==> src/hdl/prqs_pkg.sv <==
// Shared types and constants for the priority ready-queue scheduler.
// No dependencies; imported by priority_ready_queue_scheduler.
package prqs_pkg;

    localparam int OP_W     = 2;
    localparam int ID_W     = 4;
    localparam int PRI_IN_W = 8;

    typedef logic [OP_W-1:0] op_t;
    typedef logic [ID_W-1:0] pid_t;

    localparam op_t OP_INSERT = 2'd0;
    localparam op_t OP_POP    = 2'd1;
    localparam op_t OP_SCHED  = 2'd2;

endpackage

==> src/hdl/priority_ready_queue_scheduler.sv <==
// Priority ready queue with a running process, one shared compare unit and a sequencer.
// Depends on prqs_pkg (operation codes, field widths).
//
//  channel | valid     | stall     | payload
//  --------+-----------+-----------+----------------------------------------------
//  input   | in_valid  | in_stall  | operation, proc_id, priority_req, still_ready
//  output  | out_valid | out_stall | chosen_id, got_one, rejected, queue_count
//
// A pop or a schedule without a requeue reads the head and then completes; an unused code or a
// refused insert goes straight to completion; an insert scans, and a schedule that requeues the
// running process reads the head and then scans; a scan shifts 0 to DEPTH-1 entries one slot toward
// the tail, one per cycle, in a circular buffer held in one memory with one read and one write port.
// Reset is asynchronous and empties the queue; process 0 runs at priority 0. A stalled result
// holds the output register while the next transaction runs; its result waits for it to leave.
module priority_ready_queue_scheduler
    import prqs_pkg::*;
#(
    parameter  int DEPTH     = 16,
    parameter  int PRI_WIDTH = 8,
    localparam int CNT_W     = $clog2(DEPTH + 1)
)
(
    input  logic                clk,
    input  logic                rst_n,
    input  logic                in_valid,
    output logic                in_stall,
    input  logic [OP_W-1:0]     operation,
    input  logic [ID_W-1:0]     proc_id,
    input  logic [PRI_IN_W-1:0] priority_req,
    input  logic                still_ready,
    output logic                out_valid,
    input  logic                out_stall,
    output logic [ID_W-1:0]     chosen_id,
    output logic                got_one,
    output logic                rejected,
    output logic [CNT_W-1:0]    queue_count
);

    localparam int IDX_W = $clog2(DEPTH);

    localparam logic [1:0] ST_IDLE = 2'd0;
    localparam logic [1:0] ST_HEAD = 2'd1;
    localparam logic [1:0] ST_SCAN = 2'd2;
    localparam logic [1:0] ST_DONE = 2'd3;

    typedef logic [PRI_WIDTH-1:0] pri_t;
    typedef logic [IDX_W-1:0]     idx_t;
    typedef logic [CNT_W-1:0]     cnt_t;

    // Queue storage, undefined until written.
    pid_t mem_id  [DEPTH];
    pri_t mem_pri [DEPTH];
    pid_t rd_id_reg;
    pri_t rd_pri_reg;

    logic       wr_en;
    idx_t       wr_addr;
    idx_t       rd_addr;
    pid_t       wr_id;
    pri_t       wr_pri;

    logic [1:0] state_reg, state_next;
    idx_t       head_reg, head_next;
    cnt_t       count_reg, count_next;
    pid_t       run_id_reg, run_id_next;
    pri_t       run_pri_reg, run_pri_next;
    logic       out_valid_reg, out_valid_next;

    op_t        op_reg, op_next;
    logic       ready_reg, ready_next;
    pid_t       ins_id_reg, ins_id_next;
    pri_t       ins_pri_reg, ins_pri_next;
    idx_t       pos_reg, pos_next;
    cnt_t       left_reg, left_next;
    pid_t       res_id_reg, res_id_next;
    logic       res_got_reg, res_got_next;
    logic       res_rej_reg, res_rej_next;
    pid_t       out_id_reg, out_id_next;
    logic       out_got_reg, out_got_next;
    logic       out_rej_reg, out_rej_next;
    cnt_t       out_cnt_reg, out_cnt_next;

    logic [CNT_W:0] tail_sum;
    idx_t           tail_idx;
    idx_t           tail_dec;
    idx_t           head_inc;
    idx_t           pos_dec;
    idx_t           pos_dec2;
    pri_t           cmp_b;
    logic           cmp_ge;
    logic           out_free;

    // Circular index arithmetic.
    assign tail_sum = (CNT_W+1)'(head_reg) + (CNT_W+1)'(count_reg);
    assign tail_idx = (tail_sum >= (CNT_W+1)'(DEPTH)) ?
                      IDX_W'(tail_sum - (CNT_W+1)'(DEPTH)) : IDX_W'(tail_sum);
    assign tail_dec = (tail_idx == '0) ? IDX_W'(DEPTH - 1) : tail_idx - 1'b1;
    assign head_inc = (head_reg == IDX_W'(DEPTH - 1)) ? '0 : head_reg + 1'b1;
    assign pos_dec  = (pos_reg == '0) ? IDX_W'(DEPTH - 1) : pos_reg - 1'b1;
    assign pos_dec2 = (pos_dec == '0) ? IDX_W'(DEPTH - 1) : pos_dec - 1'b1;

    // The one shared comparator: the entry just read against the running or inserted priority.
    assign cmp_ge = (rd_pri_reg >= cmp_b);

    assign out_free = !out_valid_reg || !out_stall;
    assign in_stall = (state_reg != ST_IDLE);

    always_comb
    begin
        state_next     = state_reg;
        head_next      = head_reg;
        count_next     = count_reg;
        run_id_next    = run_id_reg;
        run_pri_next   = run_pri_reg;
        out_valid_next = out_valid_reg;
        op_next        = op_reg;
        ready_next     = ready_reg;
        ins_id_next    = ins_id_reg;
        ins_pri_next   = ins_pri_reg;
        pos_next       = pos_reg;
        left_next      = left_reg;
        res_id_next    = res_id_reg;
        res_got_next   = res_got_reg;
        res_rej_next   = res_rej_reg;
        out_id_next    = out_id_reg;
        out_got_next   = out_got_reg;
        out_rej_next   = out_rej_reg;
        out_cnt_next   = out_cnt_reg;
        wr_en          = 1'b0;
        wr_addr        = pos_reg;
        wr_id          = ins_id_reg;
        wr_pri         = ins_pri_reg;
        rd_addr        = head_reg;
        cmp_b          = ins_pri_reg;

        if (out_valid_reg && !out_stall)
        begin
            out_valid_next = 1'b0;
        end

        unique case (state_reg)
            ST_IDLE:
            begin
                rd_addr = (operation == OP_INSERT) ? tail_dec : head_reg;
                if (in_valid)
                begin
                    op_next      = operation;
                    ready_next   = still_ready;
                    res_id_next  = '0;
                    res_got_next = 1'b0;
                    res_rej_next = 1'b0;
                    priority if (operation == OP_INSERT)
                    begin
                        if (count_reg == CNT_W'(DEPTH))
                        begin
                            res_rej_next = 1'b1;
                            state_next   = ST_DONE;
                        end
                        else
                        begin
                            ins_id_next  = proc_id;
                            ins_pri_next = PRI_WIDTH'(priority_req);
                            pos_next     = tail_idx;
                            left_next    = count_reg;
                            state_next   = ST_SCAN;
                        end
                    end
                    else if (operation == OP_POP || operation == OP_SCHED)
                    begin
                        state_next = ST_HEAD;
                    end
                    else
                    begin
                        state_next = ST_DONE;
                    end
                end
            end

            ST_HEAD:
            begin
                // The head entry is in the read register now.
                rd_addr    = tail_dec;
                cmp_b      = run_pri_reg;
                state_next = ST_DONE;
                priority if (op_reg == OP_POP)
                begin
                    if (count_reg != '0)
                    begin
                        head_next    = head_inc;
                        count_next   = count_reg - 1'b1;
                        res_id_next  = rd_id_reg;
                        res_got_next = 1'b1;
                    end
                end
                else if (ready_reg && (count_reg == '0 || !cmp_ge))
                begin
                    // The running process outranks the head, or the queue is empty, and keeps running.
                    res_id_next  = run_id_reg;
                    res_got_next = 1'b1;
                end
                else if (count_reg != '0)
                begin
                    head_next    = head_inc;
                    count_next   = count_reg - 1'b1;
                    run_id_next  = rd_id_reg;
                    run_pri_next = rd_pri_reg;
                    res_id_next  = rd_id_reg;
                    res_got_next = 1'b1;
                    if (ready_reg)
                    begin
                        // Requeue the old running process; the popped slot frees the tail.
                        ins_id_next  = run_id_reg;
                        ins_pri_next = run_pri_reg;
                        pos_next     = tail_idx;
                        left_next    = count_reg - 1'b1;
                        state_next   = ST_SCAN;
                    end
                end
            end

            ST_SCAN:
            begin
                // Walk from the tail toward the head, moving lower-priority entries back.
                rd_addr = pos_dec2;
                wr_en   = 1'b1;
                wr_addr = pos_reg;
                priority if (left_reg == '0 || cmp_ge)
                begin
                    count_next = count_reg + 1'b1;
                    state_next = ST_DONE;
                end
                else
                begin
                    wr_id     = rd_id_reg;
                    wr_pri    = rd_pri_reg;
                    pos_next  = pos_dec;
                    left_next = left_reg - 1'b1;
                end
            end

            ST_DONE:
            begin
                if (out_free)
                begin
                    out_valid_next = 1'b1;
                    out_id_next    = res_id_reg;
                    out_got_next   = res_got_reg;
                    out_rej_next   = res_rej_reg;
                    out_cnt_next   = count_reg;
                    state_next     = ST_IDLE;
                end
            end

            default:
            begin
                state_next = ST_IDLE;
            end
        endcase
    end

    always_ff @(posedge clk)
    begin
        if (wr_en)
        begin
            mem_id[wr_addr]  <= wr_id;
            mem_pri[wr_addr] <= wr_pri;
        end
        rd_id_reg  <= mem_id[rd_addr];
        rd_pri_reg <= mem_pri[rd_addr];
    end

    always_ff @(posedge clk or negedge rst_n)
    begin
        if (!rst_n)
        begin
            state_reg     <= ST_IDLE;
            head_reg      <= '0;
            count_reg     <= '0;
            run_id_reg    <= '0;
            run_pri_reg   <= '0;
            out_valid_reg <= 1'b0;
        end
        else
        begin
            state_reg     <= state_next;
            head_reg      <= head_next;
            count_reg     <= count_next;
            run_id_reg    <= run_id_next;
            run_pri_reg   <= run_pri_next;
            out_valid_reg <= out_valid_next;
        end
    end

    always_ff @(posedge clk)
    begin
        op_reg      <= op_next;
        ready_reg   <= ready_next;
        ins_id_reg  <= ins_id_next;
        ins_pri_reg <= ins_pri_next;
        pos_reg     <= pos_next;
        left_reg    <= left_next;
        res_id_reg  <= res_id_next;
        res_got_reg <= res_got_next;
        res_rej_reg <= res_rej_next;
        out_id_reg  <= out_id_next;
        out_got_reg <= out_got_next;
        out_rej_reg <= out_rej_next;
        out_cnt_reg <= out_cnt_next;
    end

    assign out_valid   = out_valid_reg;
    assign chosen_id   = out_id_reg;
    assign got_one     = out_got_reg;
    assign rejected    = out_rej_reg;
    assign queue_count = out_cnt_reg;

    a_count_bound: assert property (@(posedge clk) disable iff (!rst_n)
        count_reg <= CNT_W'(DEPTH))
        else $error("queue count exceeds depth");

    a_scan_within_queue: assert property (@(posedge clk) disable iff (!rst_n)
        state_reg == ST_SCAN |-> left_reg <= count_reg)
        else $error("insert scan runs past the queued entries");

    a_result_from_done: assert property (@(posedge clk) disable iff (!rst_n)
        $rose(out_valid_reg) |-> $past(state_reg) == ST_DONE)
        else $error("result loaded outside the completion step");

    a_reject_when_full: assert property (@(posedge clk) disable iff (!rst_n)
        out_valid_reg && out_rej_reg |-> out_cnt_reg == CNT_W'(DEPTH) && !out_got_reg)
        else $error("refused insert reported with a queue that was not full");

    a_scan_one_step: assert property (@(posedge clk) disable iff (!rst_n)
        state_reg == ST_SCAN && state_next == ST_SCAN |=> left_reg == $past(left_reg) - 1'b1)
        else $error("insert scan did not advance by one entry");

endmodule
==> config.mk <==
export PLATFORM = sky130hd
export DESIGN_NAME = priority_ready_queue_scheduler
export DESIGN_NICKNAME = d
export VERILOG_FILES = /design/src/hdl/prqs_pkg.sv /design/src/hdl/priority_ready_queue_scheduler.sv
export SDC_FILE = /design/constraint.sdc
export NUM_CORES = 1
export LEC_CHECK = 0
export CORE_AREA = 2 2 150 152
export DETAILED_ROUTE_END_ITERATION = 6
export DIE_AREA = 0 0 152 154
export DONT_BUFFER_PORTS = 1
export PLACE_DENSITY = 0.71
export SYNTH_ARGS = -nofsm -noshare
export SYNTH_HDL_FRONTEND = slang
export SYNTH_SLANG_ARGS = --single-unit
export TNS_END_PERCENT = 100
==> constraint.sdc <==
create_clock -name clk -period 3.8 [get_ports clk]
set_clock_uncertainty 0.2 [all_clocks]
set_input_delay 0.19 -clock clk [delete_from_list [all_inputs] [get_ports clk]]
set_output_delay 0.19 -clock clk [all_outputs]
set_load 0.01 [all_outputs]
==> qor.yml, run 1 <==
grt:
  grt_pass1_vias: 6826
  grt_usage_pct: 20.98
  grt_pass1_wl_mm: 38.38
  grt_start_max_net_pins: 49
  overflow: 0
  antenna_found_initial: 0
cells_and_area:
  fillCellCount: 1510
  largest_register: "mem_pri"
  drive_gt1_share_pct: 18.41
  num-nets-final: 895
  num_antenna_cells: 0
  largest_reg_flops: 128
  multiInputGateArea_sq_um: 3905
  reg_top3: "mem_pri: 128 flops, mem_id: 64 flops"
  area_growth_pct: 16.04
  regArea_sq_um: 7838
clocking:
  cts_made_buffers: 29
  clkTransAtPathRegs_ps: 60
  h-tree-depth: 1
  clock-sinks: 269
  tritoncts: "yes"
  clock_latency_ps: 540
  cts-root-buf: "clkbuf_16"
  cts.path.max_buffers: 3
routing:
  drtPass1Iterations: 5
  route.detailed.drc: 0
  routed_wl_mm: 24.88
  routed-via-count: 6686
  drtAntennaViolNets: 0
  drtIter0Drc: 412
  drt-wirelength-per-cell_um: 21.66
  via_per_inst: 5.819
sta:
  drv_slew: 0
  slew_headroom_pct: 28.68
  fmax_ghz: 0.2673
  hold_viol_final: 0
  setup_viol: 0
  whs_ps: 118.4
  finalCriticalPeriod_ps: 3741
  timing.final.crit_share_pct: 98.45
  tightest_slew_ps: 1068
synth:
  synth_area_leaders: "edfxtp_1 58%, mux2i_1 16%, dfrtp_1 5.0%, mux2_2 3.8%, ha_1 3.0%"
  ys_seq_elements: 269
  synth_seq_area_share_pct: 65.51
  syn-num-nets: 827
  netlist.top_cell.by_area: "edfxtp_1"
  syn_area_sq_um: 11960
  yosys_warnings: 0
  synth_cells: 778
  synth_top_area_share_pct: 58.48
  ys.flop_type: "edfxtp_1"
  synth.avg_cell_area_sq_um: 15.38
  synth_edf_count: 233
  async_flop_share_pct: 8.922
  ys_types: 54
hold_path:
  hold_path.startpoint: "operation[1]"
  hp-class: "input port to flop"
die:
  initial_core_util_pct: 55.16
  pin_count: 32
  dieWidth_um: 152
  fp-row-count: 54
  die-area_sq_um: 23410
  die_h_um: 154
  coreArea_sq_um: 21690
placed_design:
  routabilityCongestion: 0.8470
  io_buffer_count: 0
  dpl.hpwl_mm: 15.54
worst_setup_path:
  cp-startpoint: "count_reg[0]$_DFFE_PN0P_"
  cpMaxStageDelayCell: "fa_1"
  slowest_delay_ps: 530
  cpMostUsedCell: "mux2i_1"
  r2r_start: "count_reg[0]$_DFFE_PN0P_"
  cp-start-kind: "flop"
  r2r_slack_ps: 60
  crit_type: "flop to flop"
  cp_max_fo: 5
  cp.required_ps: 4000
  path_cells: "ha_2, fa_1, inv_2, ha_4, nor2_1, mux2_4, a222oi_1, o21ai_4, buf_12, buf_4, mux2i_1, mux2i_1, mux2i_1, mux2i_1"
  crit_path_end_kind: "flop"
  critical_path_arrival_ps: 3940
status:
  status: "complete, no violations"
run:
  drv_cap: 0
## cells in the final DEF, fill, tap and decap left out, drive strengths merged, types with 12 or more instances in the layout
| cell | n |
|---|---|
| o21ai | 17 |
| inv | 24 |
| nor2 | 31 |
| edfxtp | 233 |
| nand2 | 37 |
| dfxtp | 12 |
| clkbuf | 38 |
| buf | 52 |
| mux2 | 40 |
| dfrtp | 24 |
| a21oi | 16 |
| dlygate4sd3 | 19 |
| ha | 29 |
| mux2i | 190 |
## worst max-delay path, delay by kind of cell, from the launching register on
kind	cells	cell delay [ps]
AO/OA/AOI/OAI	2	620
adder cells (fa/ha/maj)	3	980
buffers and inverters	3	390
AND/OR/NAND/NOR	1	40
multiplexers	5	950
flip-flops	1	390
## layout make-up
cell class | count | area share (%)
multi-input cells | 452 | 28.13
clock buffers | 37 | 5.660
well taps | 280 | 2.523
repair buffers | 72 | 5.245
flip-flops and latches | 269 | 56.45
clock inverters | 17 | 1.397
inverters | 22 | 0.5948
## metrics by stage
| step | worst slack, ps | util (%) | TNS [ps] | area (sq um) | std cells |
|---|---|---|---|---|---|
| after floorplan | 38.58 | - | 0 | 11980 | 778 |
| after global placement | 5.650 | 57.68 | 0 | 12510 | 1063 |
| after detailed placement | -91.99 | 57.68 | -227.8 | 12510 | 1063 |
| after CTS | 0.07638 | 63.66 | 0 | 13810 | 1143 |
| after global routing | -60.55 | 64.01 | -133.6 | 13880 | 1149 |
| final | 58.89 | 64.01 | 0 | 13880 | 1149 |
## Yosys cell counts, types with 4 or more instances
master      n
ha_1       29
a21o_1      8
edfxtp_1  233
dfrtp_1    24
mux2_2     40
nand4_1     4
clkbuf_1    9
buf_6       6
nand2b_1    8
nand3_1     8
inv_1      21
nor2_1     31
nand2_1    37
mux2i_1   190
a211oi_1    5
o21ai_0    13
nor3_1      6
dfxtp_1    12
a21oi_1    14
a311oi_1    5
buf_2      14
xnor2_1    11
## kinds of logic after synthesis
| group | synth area share (%) |
|---|---|
| muxes | 19.66 |
| AOI/OAI and AO/OA | 4.215 |
| buffers and inverters | 2.405 |
| and+or+nand+nor | 3.985 |
| adders and majority gates | 3.200 |
| xor gates and xnor gates | 1.025 |
| DFF | 65.51 |
## metal layers
metal	global-route usage [%]	vias to the layer above	wire length, um
met4	5.296	0	466
met5	0	-	0
li1	-	3103	-
met1	28.56	3342	10710
met2	35.67	208	12310
met3	3.326	33	1397
## path summary, 6_finish.rpt
path | depth (start not counted) | endpoint
min in group asynchronous | 4 | out_valid$_DFF_PN0_
max reg2reg | 14 | rd_id_reg[0]$_DFF_P_
max in group asynchronous | 4 | run_pri_reg[3]$_DFFE_PN0P_
min reg2reg | 0 | rejected$_DFFE_PP_
min | 1 | op_reg[1]$_DFFE_PP_
max | 14 | rd_id_reg[0]$_DFF_P_
## timing repair
item / 4_1_cts / 5_1_grt
endpoints found under the hold margin: 57 / 0
hold buffers: 21 / 0
gates cloned: 2 / 1
resized for setup: 0 / 11
pin swaps: 2 / 3
buffers inserted: 3 / 6
setup endpoints to repair: 4 / 204
Power of run 1 is left out: the tool's default activity adds up to more than one toggle a clock period on the data nets, which glitch-free logic cannot reach.
==> run 2: changes to the inputs <==
CORE_AREA = 2 2 152 154   (was 2 2 150 152)
DIE_AREA = 0 0 154 156   (was 0 0 152 154)
PLACE_DENSITY = 0.69   (was 0.71)
==> run 2 against run 1 <==
Net effect:
- wire length up 0.54%
- first-iteration DRC count up 16%
- sequential share of layout area down 0.55 points
- register-to-register slack better by 20 ps
- critical path depth unchanged
- non-clock buffer count up 11
- die area up 2.6%
==> qor.yml, run 2 (synthesis results as in run 1) <==
sta:
  fin_setup_tns_ps: 0
  finalCriticalPeriod_ps: 3724
  tightest_slew_ps: 1097
  whs_ps: 97.11
  fmax_ghz: 0.2686
  setup_viol: 0
  slew_headroom_pct: 26.68
  timing.final.crit_share_pct: 97.99
  rsz0062_at_grt: "yes"
  hold_viol_final: 0
  drv_slew: 0
hold_path:
  whs_endpoint: "ready_reg$_DFFE_PP_"
  hold_path.startpoint: "still_ready"
  hp-class: "input port to flop"
  holdPathStages: 1
clocking:
  cts-root-buf: "clkbuf_16"
  clkTransAtPathRegs_ps: 60
  clock-sinks: 269
  h-tree-depth: 1
  cts_made_buffers: 27
  clock_latency_ps: 550
  tritoncts: "yes"
  cts.path.max_buffers: 3
grt:
  antenna_found_initial: 0
  grt_pass1_vias: 6706
  grt_pass1_wl_mm: 37.73
  overflow: 0
  grt_usage_pct: 20.56
  grt_start_max_net_pins: 25
worst_setup_path:
  cp_max_fo: 9
  reg2reg_depth: 14
  r2r_slack_ps: 80
  critical_path_arrival_ps: 3940
  r2r_start: "count_reg[0]$_DFFE_PN0P_"
  cp.required_ps: 4020
  crit_path_end_kind: "flop"
  cp-start-kind: "flop"
  r2r_end: "rd_pri_reg[4]$_DFF_P_"
  crit_type: "flop to flop"
routing:
  drtIter0Drc: 478
  via_per_inst: 5.822
  route.detailed.drc: 0
  routed-via-count: 6759
  drtAntennaViolNets: 0
  drtPass1Iterations: 5
  routed_wl_mm: 25.02
  drt-wirelength-per-cell_um: 21.55
cells_and_area:
  drive_gt1_share_pct: 19.06
  fillCellCount: 1561
  reg_top3: "mem_pri: 128 flops, mem_id: 64 flops"
  regArea_sq_um: 7838
  largest_register: "mem_pri"
  num_antenna_cells: 0
  num-nets-final: 904
  final_common_cell: "edfxtp_1"
  multiInputGateArea_sq_um: 3944
  final_cell_mix: "233 x edfxtp_1, 185 x mux2i_1, 46 x buf_4"
  area_growth_pct: 17.19
  largest_reg_flops: 128
die:
  die-area_sq_um: 24020
  pin_count: 32
  dieWidth_um: 154
  initial_core_util_pct: 53.49
  coreArea_sq_um: 22370
  fp-row-count: 55
  die_h_um: 156
placed_design:
  io_buffer_count: 0
  routabilityCongestion: 0.8325
  dpl.hpwl_mm: 15.75
status:
  status: "complete, no violations"
run:
  drv_cap: 0
[run 2: cell types whose count changed in the layout (fill, tap and decap cells not counted), moves of 2 or more]
cell        delta
clkbuf_8       +2
mux2i_4        +2
buf_12         +4
clkinvlp_4     -4
buf_6          +2
clkbuf_1       +3
mux2i_1        -3
inv_6          -2
buf_4          +4
[run 2: stage by stage]
stage	setup WS (ps)	area [sq um]	util, %	instances
6_report	76.38	14020	62.69	1161
2_1_floorplan	38.58	11980	-	778
3_5_place_dp	-147.7	12610	56.37	1078
4_1_cts	3.493	13820	61.77	1153
3_3_place_gp	-52.67	12610	56.37	1078
5_1_grt	-133.5	14020	62.69	1161
[run 2: area by class of cell]
| class | count | share of cell area [%] |
|---|---|---|
| clock buffer | 40 | 5.524 |
| inverter | 22 | 0.5890 |
| tap | 285 | 2.543 |
| timing repair buffer | 83 | 6.318 |
| sequential | 269 | 55.90 |
| clock inverter | 10 | 0.9995 |
| multi-input combinational | 452 | 28.13 |
[run 2: repair_timing]
action / CTS / global route
cloned: 1 / 2
setup buffers: 3 / 6
endpoints found under the setup margin: 2 / 12
endpoints found under the hold margin: 57 / 0
hold buffers: 21 / 0
gates resized for setup: 2 / 23
pin swaps: 1 / 2
[run 2: worst max-delay path: stages (launching register included)]
cell and delay [ps]:
dfrtp_1 390, ha_2 210, fa_1 530, inv_2 70, ha_4 270, nor2_4 30
mux2_4 260, a222oi_1 430, o21ai_4 160, buf_12 190, clkbuf_16 170, mux2i_1 150
mux2i_1 100, mux2i_1 290, mux2i_1 130
[run 2: how the worst max path moves through the flow]
stage,depth (start not counted),endpoint,start,slack [ps]
floorplan,14,left_reg[0]$_DFFE_PP_,state_reg[1]$_DFFE_PN0P_,40
global placement,14,rd_pri_reg[6]$_DFF_P_,head_reg[0]$_DFFE_PN0P_,-50
detailed placement,14,rd_pri_reg[6]$_DFF_P_,head_reg[0]$_DFFE_PN0P_,-150
CTS,15,rd_id_reg[1]$_DFF_P_,head_reg[0]$_DFFE_PN0P_,3
global route,14,rd_pri_reg[4]$_DFF_P_,count_reg[0]$_DFFE_PN0P_,-130
finish,14,rd_pri_reg[4]$_DFF_P_,count_reg[0]$_DFFE_PN0P_,80
[run 2: per-layer routing]
metal / up-vias / share of wire [%] / GRT usage, %
met5: - / 0 / 0
met4: 0 / 2.1 / 4.851
met3: 40 / 6.0 / 2.750
met2: 212 / 48 / 34.96
met1: 3396 / 44 / 28.43
li1: 3111 / - / -
Power of run 2 is left out for the same reason.
